## src/rtl/srtp_pkg.sv

```systemverilog
// Shared constants and types for the slip-ratio traction PID block.
`timescale 1ns / 1ps
package srtp_pkg;

    localparam int SPEED_BITS = 10;

    localparam int MAG_W      = 15;
    localparam int SLIP_W     = 16;
    localparam int ERR_W      = 18;
    localparam int DERR_W     = ERR_W + 1;
    localparam int GAIN_W     = 16;
    localparam int WIN_W      = 15;
    localparam int DT_W       = 16;
    localparam int DRIVE_W    = 16;

    localparam int MUL_A_W    = GAIN_W + 1;
    localparam int MUL_B_W    = 21;
    localparam int PROD_W     = MUL_A_W + MUL_B_W;

    localparam int INTEG_W    = 40;
    localparam int INTEG_LO_W = 20;
    localparam int INTEG_HI_W = INTEG_W - INTEG_LO_W;
    localparam int ISUM_W     = 57;
    localparam int SUM_W      = 42;

    localparam int DIVR_W     = 16;
    localparam int DIVN_W     = 33;
    localparam int STEP_W     = $clog2(DIVN_W + 1);
    localparam int SLIP_STEPS = 16;

    localparam int CFG_IDX_W  = 3;
    localparam int CFG_DATA_W = 16;

    localparam logic [CFG_IDX_W-1:0] CFG_GAIN_P    = 3'd0;
    localparam logic [CFG_IDX_W-1:0] CFG_GAIN_I    = 3'd1;
    localparam logic [CFG_IDX_W-1:0] CFG_GAIN_D    = 3'd2;
    localparam logic [CFG_IDX_W-1:0] CFG_SLIP_LOW  = 3'd3;
    localparam logic [CFG_IDX_W-1:0] CFG_SLIP_HIGH = 3'd4;
    localparam logic [CFG_IDX_W-1:0] CFG_DEADBAND  = 3'd5;
    localparam logic [CFG_IDX_W-1:0] CFG_PERIOD    = 3'd6;

    typedef struct packed {
        logic              start;
        logic [DIVR_W-1:0] divisor;
        logic [DIVR_W-1:0] rem_init;
        logic [DIVN_W-1:0] dividend;
        logic [STEP_W-1:0] steps;
    } div_req_t;

    typedef struct packed {
        logic              done;
        logic [DIVN_W-1:0] quotient;
    } div_rsp_t;

endpackage

```

## src/rtl/srtp_mul.sv

```systemverilog
// Shared registered signed multiplier used by the PID sequencer.
`timescale 1ns / 1ps
module srtp_mul (
    input  logic                                    aclk,
    input  logic signed [srtp_pkg::MUL_A_W-1:0]     op_a,
    input  logic signed [srtp_pkg::MUL_B_W-1:0]     op_b,
    output logic signed [srtp_pkg::PROD_W-1:0]      product
);

    logic signed [srtp_pkg::PROD_W-1:0] product_reg;

    always_ff @(posedge aclk) begin
        product_reg <= op_a * op_b;
    end

    assign product = product_reg;

endmodule

```

## src/rtl/srtp_divider.sv

```systemverilog
// Shared restoring divider that produces one quotient bit per cycle.
`timescale 1ns / 1ps
module srtp_divider (
    input  logic                 aclk,
    input  logic                 aresetn,
    input  srtp_pkg::div_req_t   req,
    output srtp_pkg::div_rsp_t   rsp
);

    logic                          busy_reg;
    logic                          done_reg;
    logic [srtp_pkg::STEP_W-1:0]   steps_reg;
    logic [srtp_pkg::DIVR_W-1:0]   rem_reg;
    logic [srtp_pkg::DIVR_W-1:0]   divisor_reg;
    logic [srtp_pkg::DIVN_W-1:0]   num_reg;
    logic [srtp_pkg::DIVN_W-1:0]   quo_reg;

    logic [srtp_pkg::DIVR_W:0]     trial;
    logic [srtp_pkg::DIVR_W:0]     trial_diff;
    logic                          fits;
    logic [srtp_pkg::DIVR_W-1:0]   rem_next;

    assign trial      = {rem_reg, num_reg[srtp_pkg::DIVN_W-1]};
    assign trial_diff = trial - {1'b0, divisor_reg};
    assign fits       = trial >= {1'b0, divisor_reg};
    assign rem_next   = fits ? trial_diff[srtp_pkg::DIVR_W-1:0]
                             : trial[srtp_pkg::DIVR_W-1:0];

    always_ff @(posedge aclk) begin
        if (!aresetn) begin
            busy_reg <= 1'b0;
            done_reg <= 1'b0;
        end else begin
            done_reg <= 1'b0;
            if (req.start) begin
                busy_reg    <= 1'b1;
                steps_reg   <= req.steps;
                rem_reg     <= req.rem_init;
                divisor_reg <= req.divisor;
                num_reg     <= req.dividend;
                quo_reg     <= '0;
            end else if (busy_reg) begin
                rem_reg   <= rem_next;
                num_reg   <= {num_reg[srtp_pkg::DIVN_W-2:0], 1'b0};
                quo_reg   <= {quo_reg[srtp_pkg::DIVN_W-2:0], fits};
                steps_reg <= steps_reg - 1'b1;
                if (steps_reg == srtp_pkg::STEP_W'(1)) begin
                    busy_reg <= 1'b0;
                    done_reg <= 1'b1;
                end
            end
        end
    end

    assign rsp.done     = done_reg;
    assign rsp.quotient = quo_reg;

endmodule

```

## src/rtl/slip_ratio_traction_pid_unit.sv

```systemverilog
// Top level of the slip-ratio PID traction controller with its step sequencer.
// The slip divide is skipped when both speeds are zero, and the derivative divide runs
// only with active correction and nonzero elapsed_us.
// Throughput: one word at a time; s_ready returns the cycle after the result word is taken.
// The shared one-bit-per-cycle divider runs 16 steps for slip, 33 for the derivative.
// Synchronous active-low reset loads config defaults, clears integrator and last error.
`timescale 1ns / 1ps
module slip_ratio_traction_pid_unit (
    input  logic                                   aclk,
    input  logic                                   aresetn,
    input  logic                                   s_valid,
    output logic                                   s_ready,
    input  logic [srtp_pkg::SPEED_BITS-1:0]        s_front_speed,
    input  logic [srtp_pkg::SPEED_BITS-1:0]        s_rear_speed,
    input  logic [srtp_pkg::DT_W-1:0]              s_elapsed_us,
    output logic                                   m_valid,
    input  logic                                   m_ready,
    output logic signed [srtp_pkg::DRIVE_W-1:0]    m_drive_command,
    output logic signed [srtp_pkg::SLIP_W-1:0]     m_slip_ratio,
    output logic                                   m_correction_active,
    output logic                                   m_braking,
    input  logic                                   cfg_valid,
    output logic                                   cfg_ready,
    input  logic [srtp_pkg::CFG_IDX_W-1:0]         cfg_index,
    input  logic [srtp_pkg::CFG_DATA_W-1:0]        cfg_data
);

    typedef enum logic [3:0] {
        S_IDLE, S_DIV1, S_ERR, S_MUL_INT, S_ACC_INT, S_MUL_ILO,
        S_MUL_IHI, S_ISUM, S_DMUL, S_DIV2, S_OUT
    } state_t;

    state_t state_reg;

    logic [srtp_pkg::GAIN_W-1:0]   gain_p_reg, gain_i_reg, gain_d_reg, period_reg;
    logic [srtp_pkg::WIN_W-1:0]    slip_low_reg, slip_high_reg, deadband_reg;

    logic                          brake_reg;
    logic                          active_reg;
    logic                          dneg_reg;
    logic                          out_valid_reg;
    logic [srtp_pkg::DT_W-1:0]     dt_reg;
    logic [srtp_pkg::MAG_W:0]      mag_reg;
    logic signed [srtp_pkg::SLIP_W-1:0]  slip_reg;
    logic signed [srtp_pkg::ERR_W-1:0]   err_reg;
    logic signed [srtp_pkg::ERR_W-1:0]   prev_err_reg;
    logic signed [srtp_pkg::INTEG_W-1:0] integ_reg;
    logic signed [srtp_pkg::PROD_W-1:0]  ilo_reg;
    logic signed [srtp_pkg::ISUM_W-1:0]  isum_reg;
    logic signed [srtp_pkg::SUM_W-1:0]   pd_reg;
    logic signed [srtp_pkg::SUM_W-1:0]   sum_reg;
    logic signed [srtp_pkg::DRIVE_W-1:0] drive_reg;
    logic signed [srtp_pkg::SLIP_W-1:0]  slip_out_reg;
    logic                          active_out_reg;
    logic                          brake_out_reg;

    srtp_pkg::div_req_t            div_req;
    srtp_pkg::div_rsp_t            div_rsp;
    logic signed [srtp_pkg::MUL_A_W-1:0] mul_a;
    logic signed [srtp_pkg::MUL_B_W-1:0] mul_b;
    logic signed [srtp_pkg::PROD_W-1:0]  prod;

    logic                              accept;
    logic                              brake_in;
    logic [srtp_pkg::SPEED_BITS-1:0]   big_in;
    logic [srtp_pkg::SPEED_BITS-1:0]   diff_in;

    logic [srtp_pkg::MAG_W:0]          target_sum;
    logic [srtp_pkg::ERR_W-1:0]        target_ext;
    logic [srtp_pkg::ERR_W-1:0]        mag_ext;
    logic signed [srtp_pkg::ERR_W-1:0] err_raw;
    logic signed [srtp_pkg::ERR_W-1:0] err_abs;
    logic signed [srtp_pkg::ERR_W-1:0] err_next;
    logic                              active_next;
    logic signed [srtp_pkg::SLIP_W-1:0] slip_next;
    logic [srtp_pkg::MAG_W:0]          mag_sat;

    logic signed [srtp_pkg::DERR_W-1:0]  derr;
    logic signed [srtp_pkg::INTEG_W:0]   integ_sum;
    logic signed [srtp_pkg::INTEG_W-1:0] integ_next;
    logic signed [srtp_pkg::PROD_W-1:0]  prod_abs;
    logic signed [srtp_pkg::SUM_W-1:0]   dterm;
    logic signed [srtp_pkg::DRIVE_W-1:0] drive_next;

    assign accept   = s_valid && s_ready;
    assign brake_in = s_front_speed > s_rear_speed;
    assign big_in   = brake_in ? s_front_speed : s_rear_speed;
    assign diff_in  = brake_in ? (s_front_speed - s_rear_speed)
                               : (s_rear_speed - s_front_speed);

    assign mag_sat = (!brake_reg && (div_rsp.quotient > srtp_pkg::DIVN_W'(32767)))
                     ? {1'b0, {srtp_pkg::MAG_W{1'b1}}}
                     : div_rsp.quotient[srtp_pkg::MAG_W:0];

    assign target_sum  = {1'b0, slip_low_reg} + {1'b0, slip_high_reg};
    assign target_ext  = {3'b000, target_sum[srtp_pkg::MAG_W:1]};
    assign mag_ext     = {2'b00, mag_reg};
    assign err_raw     = brake_reg ? $signed(mag_ext - target_ext)
                                   : $signed(target_ext - mag_ext);
    assign err_abs     = err_raw[srtp_pkg::ERR_W-1] ? -err_raw : err_raw;
    assign err_next    = (err_abs < $signed({3'b000, deadband_reg})) ? '0 : err_raw;
    assign active_next = (mag_reg < {1'b0, slip_low_reg}) || (mag_reg > {1'b0, slip_high_reg});
    assign slip_next   = brake_reg ? -$signed(mag_reg) : $signed(mag_reg);

    assign derr = {err_reg[srtp_pkg::ERR_W-1], err_reg}
                - {prev_err_reg[srtp_pkg::ERR_W-1], prev_err_reg};

    assign integ_sum = {integ_reg[srtp_pkg::INTEG_W-1], integ_reg}
                     + {{(srtp_pkg::INTEG_W + 1 - srtp_pkg::PROD_W){prod[srtp_pkg::PROD_W-1]}},
                        prod};
    always_comb begin
        if (integ_sum[srtp_pkg::INTEG_W] != integ_sum[srtp_pkg::INTEG_W-1]) begin
            integ_next = integ_sum[srtp_pkg::INTEG_W]
                ? {1'b1, {(srtp_pkg::INTEG_W-1){1'b0}}}
                : {1'b0, {(srtp_pkg::INTEG_W-1){1'b1}}};
        end else begin
            integ_next = integ_sum[srtp_pkg::INTEG_W-1:0];
        end
    end

    assign prod_abs = prod[srtp_pkg::PROD_W-1] ? -prod : prod;
    assign dterm    = dneg_reg
        ? -$signed({{(srtp_pkg::SUM_W - srtp_pkg::DIVN_W){1'b0}}, div_rsp.quotient})
        :  $signed({{(srtp_pkg::SUM_W - srtp_pkg::DIVN_W){1'b0}}, div_rsp.quotient});

    always_comb begin
        if (sum_reg[srtp_pkg::SUM_W-1:30] == {(srtp_pkg::SUM_W - 30){sum_reg[30]}}) begin
            drive_next = sum_reg[30:15];
        end else if (sum_reg[srtp_pkg::SUM_W-1]) begin
            drive_next = {1'b1, {(srtp_pkg::DRIVE_W-1){1'b0}}};
        end else begin
            drive_next = {1'b0, {(srtp_pkg::DRIVE_W-1){1'b1}}};
        end
    end

    always_comb begin
        mul_a = '0;
        mul_b = '0;
        unique case (state_reg)
            S_MUL_INT: begin
                mul_a = {1'b0, period_reg};
                mul_b = srtp_pkg::MUL_B_W'(err_reg);
            end
            S_ACC_INT: begin
                mul_a = {1'b0, gain_p_reg};
                mul_b = srtp_pkg::MUL_B_W'(err_reg);
            end
            S_MUL_ILO: begin
                mul_a = {1'b0, gain_i_reg};
                mul_b = {1'b0, integ_reg[srtp_pkg::INTEG_LO_W-1:0]};
            end
            S_MUL_IHI: begin
                mul_a = {1'b0, gain_i_reg};
                mul_b = {integ_reg[srtp_pkg::INTEG_W-1],
                         integ_reg[srtp_pkg::INTEG_W-1:srtp_pkg::INTEG_LO_W]};
            end
            S_ISUM: begin
                mul_a = {1'b0, gain_d_reg};
                mul_b = srtp_pkg::MUL_B_W'(derr);
            end
            default: begin
                mul_a = '0;
                mul_b = '0;
            end
        endcase
    end

    always_comb begin
        div_req          = '0;
        div_req.divisor  = srtp_pkg::DIVR_W'(big_in);
        div_req.rem_init = srtp_pkg::DIVR_W'(diff_in >> 1);
        div_req.dividend = {diff_in[0], {(srtp_pkg::DIVN_W-1){1'b0}}};
        div_req.steps    = srtp_pkg::STEP_W'(srtp_pkg::SLIP_STEPS);
        if (state_reg == S_IDLE) begin
            div_req.start = accept && (big_in != '0);
        end else if (state_reg == S_DMUL) begin
            div_req.start    = active_reg && (dt_reg != '0);
            div_req.divisor  = dt_reg;
            div_req.rem_init = '0;
            div_req.dividend = prod_abs[srtp_pkg::DIVN_W-1:0];
            div_req.steps    = srtp_pkg::STEP_W'(srtp_pkg::DIVN_W);
        end
    end

    srtp_mul u_mul (
        .aclk    (aclk),
        .op_a    (mul_a),
        .op_b    (mul_b),
        .product (prod)
    );

    srtp_divider u_div (
        .aclk    (aclk),
        .aresetn (aresetn),
        .req     (div_req),
        .rsp     (div_rsp)
    );

    always_ff @(posedge aclk) begin
        if (!aresetn) begin
            state_reg     <= S_IDLE;
            out_valid_reg <= 1'b0;
            gain_p_reg    <= 16'd1280;
            gain_i_reg    <= 16'd25600;
            gain_d_reg    <= 16'd0;
            slip_low_reg  <= 15'd3277;
            slip_high_reg <= 15'd16384;
            deadband_reg  <= 15'd328;
            period_reg    <= 16'd918;
            prev_err_reg  <= '0;
            integ_reg     <= '0;
        end else begin
            if (cfg_valid) begin
                unique case (cfg_index)
                    srtp_pkg::CFG_GAIN_P:    gain_p_reg    <= cfg_data;
                    srtp_pkg::CFG_GAIN_I:    gain_i_reg    <= cfg_data;
                    srtp_pkg::CFG_GAIN_D:    gain_d_reg    <= cfg_data;
                    srtp_pkg::CFG_SLIP_LOW:  slip_low_reg  <= cfg_data[srtp_pkg::WIN_W-1:0];
                    srtp_pkg::CFG_SLIP_HIGH: slip_high_reg <= cfg_data[srtp_pkg::WIN_W-1:0];
                    srtp_pkg::CFG_DEADBAND:  deadband_reg  <= cfg_data[srtp_pkg::WIN_W-1:0];
                    srtp_pkg::CFG_PERIOD:    period_reg    <= cfg_data;
                    default: ;
                endcase
            end
            if (m_valid && m_ready) begin
                out_valid_reg <= 1'b0;
            end
            unique case (state_reg)
                S_IDLE: begin
                    if (accept) begin
                        brake_reg <= brake_in;
                        dt_reg    <= s_elapsed_us;
                        mag_reg   <= '0;
                        state_reg <= (big_in != '0) ? S_DIV1 : S_ERR;
                    end
                end
                S_DIV1: begin
                    if (div_rsp.done) begin
                        mag_reg   <= mag_sat;
                        state_reg <= S_ERR;
                    end
                end
                S_ERR: begin
                    err_reg    <= err_next;
                    active_reg <= active_next;
                    slip_reg   <= slip_next;
                    state_reg  <= S_MUL_INT;
                end
                S_MUL_INT: begin
                    state_reg <= S_ACC_INT;
                end
                S_ACC_INT: begin
                    integ_reg <= integ_next;
                    state_reg <= S_MUL_ILO;
                end
                S_MUL_ILO: begin
                    pd_reg <= active_reg
                        ? {{(srtp_pkg::SUM_W - srtp_pkg::PROD_W){prod[srtp_pkg::PROD_W-1]}}, prod}
                        : '0;
                    state_reg <= S_MUL_IHI;
                end
                S_MUL_IHI: begin
                    ilo_reg   <= prod;
                    state_reg <= S_ISUM;
                end
                S_ISUM: begin
                    isum_reg <= {{(srtp_pkg::ISUM_W - srtp_pkg::PROD_W){ilo_reg[srtp_pkg::PROD_W-1]}},
                                 ilo_reg}
                              + {prod[srtp_pkg::ISUM_W-srtp_pkg::INTEG_LO_W-1:0],
                                 {srtp_pkg::INTEG_LO_W{1'b0}}};
                    state_reg <= S_DMUL;
                end
                S_DMUL: begin
                    sum_reg   <= {isum_reg[srtp_pkg::ISUM_W-1], isum_reg[srtp_pkg::ISUM_W-1:16]}
                               + pd_reg;
                    dneg_reg  <= prod[srtp_pkg::PROD_W-1];
                    state_reg <= (active_reg && (dt_reg != '0)) ? S_DIV2 : S_OUT;
                end
                S_DIV2: begin
                    if (div_rsp.done) begin
                        sum_reg   <= sum_reg + dterm;
                        state_reg <= S_OUT;
                    end
                end
                S_OUT: begin
                    drive_reg      <= drive_next;
                    slip_out_reg   <= slip_reg;
                    active_out_reg <= active_reg;
                    brake_out_reg  <= brake_reg;
                    prev_err_reg   <= err_reg;
                    out_valid_reg  <= 1'b1;
                    state_reg      <= S_IDLE;
                end
                default: state_reg <= S_IDLE;
            endcase
        end
    end

    assign s_ready             = (state_reg == S_IDLE) && !out_valid_reg;
    assign cfg_ready           = 1'b1;
    assign m_valid             = out_valid_reg;
    assign m_drive_command     = drive_reg;
    assign m_slip_ratio        = slip_out_reg;
    assign m_correction_active = active_out_reg;
    assign m_braking           = brake_out_reg;

    a_div_done_state: assert property (@(posedge aclk) disable iff (!aresetn)
        div_rsp.done |-> (state_reg == S_DIV1 || state_reg == S_DIV2))
        else $error("Divider finished outside a divide state.");

    a_result_from_out: assert property (@(posedge aclk) disable iff (!aresetn)
        $rose(m_valid) |-> $past(state_reg == S_OUT))
        else $error("Result word raised outside the output state.");

    a_deriv_div_cond: assert property (@(posedge aclk) disable iff (!aresetn)
        (state_reg == S_DIV2) |-> (active_reg && dt_reg != '0))
        else $error("Derivative divide entered without an active nonzero period.");

endmodule
```

## config.mk

```make
export PLATFORM = sky130hd
export DESIGN_NAME = slip_ratio_traction_pid_unit
export DESIGN_NICKNAME = d
export VERILOG_FILES = /design/src/rtl/srtp_pkg.sv /design/src/rtl/srtp_mul.sv /design/src/rtl/srtp_divider.sv /design/src/rtl/slip_ratio_traction_pid_unit.sv
export SDC_FILE = /design/constraint.sdc
export NUM_CORES = 2
export LEC_CHECK = 0
export BUFFER_PORTS_ARGS = -buffer_cell sky130_fd_sc_hd__buf_2
export CORE_MARGIN = 2
export CORE_UTILIZATION = 40
export CTS_BUF_LIST = sky130_fd_sc_hd__clkbuf_8
export DETAILED_ROUTE_END_ITERATION = 10
export SYNTH_ARGS = -nofsm -noshare
export SYNTH_HDL_FRONTEND = slang
export SYNTH_SLANG_ARGS = --single-unit
```

## constraint.sdc

```tcl
create_clock -name aclk -period 10.9 [get_ports aclk]
set_input_delay 1.09 -clock aclk [delete_from_list [all_inputs] [get_ports aclk]]
set_output_delay 1.09 -clock aclk [all_outputs]
set_load 0.05 [all_outputs]
```

==> reports/results.ini <==
[run_status]
outcome = finished, final reports clean

[finish]
nets = 6316
layout-drive-gt1-share = 0.0634
area_growth_pct = 8.83
layout.cells.non_filler = 7223
mostFrequentLayoutCell = nand2_1
layout_common_cells = nand2_1, inv_1, ha_1
largest_reg_flops = 42
final_util = 0.438

[logic_synthesis]
synthFlopType = edfxtp_1
synth_top_area_frac = 0.214
synth_area_leaders = edfxtp_1, fa_1, ha_1
yosys.cell_types.count = 96
netlist_instances = 5466
synth_nets = 6267
syn_area_sq_um = 48900
yosys_warnings = 0
synth_seq_area_share = 0.301
ys_ff_latch = 560
synth_edf_count = 349
async_flop_share = 0
synth_top_cell_by_area = edfxtp_1
synth.avg_cell_area_sq_um = 8.95

[power]
p_per_area_nw_per_um2 = 126
p_clk_frac = 0.304
peakVddDrop_mv = 0.0955
power_switching_mw = 2.33
power_frac_seq = 0.401
intPower_mw = 4.36
comb_power_share = 0.295
leakage_nw = 22.8
p_sw_frac = 0.348

[place]
io_buffer_count = 95
placed_cells = 7039
post-dp-hpwl_mm = 106
place_ws_ns = 1.58
routabilityCongestion = 0.915

[setup_path]
critPathArrivalTime_ns = 10.10
start_kind = flip-flop
crit_path_frequent_cell = fa_1
crit_fanout = 9
required_ns = 11.60
cp_top_family = compound AO/OA/AOI/OAI gates
slowest_stage = a21oi_1
crit_type = reg -> reg
max_stage_delay_ns = 0.67
cp-end-kind = flip-flop
crit_buf_inv = 5

[clock_network]
cts_buffers = 99
clock-sinks = 560
clk_path_buf_depth = 3
post_cts_resize_count = 0
cts_root_buf = clkbuf_8
post_cts_buffers = 0
cts_tree = done
cts_max_level = 3
cts.clk_slew.worst_paths_ns = 0.06
clk_latency_ns = 0.78
cts_hold_buf = 0

[sta]
rsz0062_at_grt = false
tightestPinTransition_ns = 1.30
skew_ns = 0.0341
finalHoldViolations = 0
final.period_utilization = 0.862
fin_hold_ws_ns = 0.414
min_period_ns = 9.39
max_freq_mhz = 106
fin_tns_setup_ns = 0
setup_viol = 0
slew_viol_final = 0
relSlewSlack = 0.134
fin_ws_ns = 1.51

[route]
drt-total-wl_mm = 140
drc = 0
vias = 39247
drt_iter0_drc = 2985
met2_length_mm = 65.0
dr_wl_met3_mm = 8.32
wire_per_inst_um = 19.3
vias_per_cell = 5.43
final_antenna_net_count = 0
met1_length_mm = 62.3
maxUsedRoutingLayer = met4
detail_route.first_pass.iterations = 8

[global_routing]
grt_pass1_wl_mm = 219
grt_max_degree = 114
grt_pass1_vias = 38880
track_usage = 0.221
grt-ovfl-total = 0
grt_antenna_before_repair = 3

[die]
die_w_um = 354
io_pins = 97
start_util = 0.402
fp.coreArea_sq_um = 122000
die_area_sq_um = 125000
num_rows = 128
die_y_um = 354

[job]
cap_violations = 0

[min_path]
hold_class = reg -> reg

==> metrics by stage <==
| step | instance area (sq um) | total power, mW |
|---|---|---|
| 2_1_floorplan | 48900 | 4.11 |
| 3_3_place_gp | 51200 | 4.64 |
| 3_5_place_dp | 51200 | 4.67 |
| 4_1_cts | 53200 | 6.74 |
| 5_1_grt | 53200 | 7.07 |
| 6_report | 53200 | 6.69 |
==> power groups by stage <==
stage / clock (mW) / combinational, mW / sequential [mW]
detailed placement: 0 / 1.95 / 2.72
global route: 2.19 / 2.19 / 2.70
finish: 2.04 / 1.97 / 2.68
CTS: 2.09 / 1.97 / 2.68
global placement: 0 / 1.92 / 2.72
floorplan: 0 / 1.46 / 2.64
==> kinds of logic after synthesis <==
| family | share of synthesized area |
|---|---|
| AO/OA/AOI/OAI | 0.170 |
| buffers and inverters | 0.0658 |
| XOR/XNOR | 0.0587 |
| flip-flops | 0.301 |
| other | 0.0000767 |
| multiplexers | 0.00606 |
| AND/OR/NAND/NOR | 0.155 |
| adder cells (fa/ha/maj) | 0.244 |
==> final cells by class <==
type                            instances  area [sq um]
Clock inverter                         76           576
Sequential cell                       560         14700
Tap cell                             1625          2030
Multi-Input combinational cell       4055         31100
Fill cell                           11954         68300
Antenna cell                            2          5.00
Timing Repair Buffer                  154           921
Clock buffer                          106          1460
Inverter                              645          2420
==> path summary, 6_finish.rpt <==
kind / start / end / slack, ns / cells after the start
max: err_reg[0] / u_mul.product[36] / 1.51 / 33
min: slip_reg[5] / m_slip_ratio[5] / 0.41 / 0
max reg2reg: err_reg[0] / u_mul.product[36] / 1.51 / 33
min reg2reg: slip_reg[5] / m_slip_ratio[5] / 0.41 / 0
==> routing by layer <==
metal | vias up | track usage
met5 | - | 0
met4 | 0 | 0.0696
met3 | 233 | 0.0311
met2 | 1096 | 0.366
met1 | 19019 | 0.298
li1 | 18899 | -
==> cell usage after synthesis, drive strengths merged, types with 36 or more instances <==
library cell	count
nor2	368
and3	64
a21boi	120
nand3	114
nor2b	42
o21a	56
dfxtp	211
and2	65
xnor2	222
a21o	124
fa	340
clkbuf	191
inv	645
edfxtp	349
a211oi	48
nor4	36
a21oi	337
nand2b	49
o31ai	41
nand4	47
ha	401
nor3	57
o21ai	313
nand2	728
xor2	104
No activity file was read; power rests on OpenSTA's default activity.
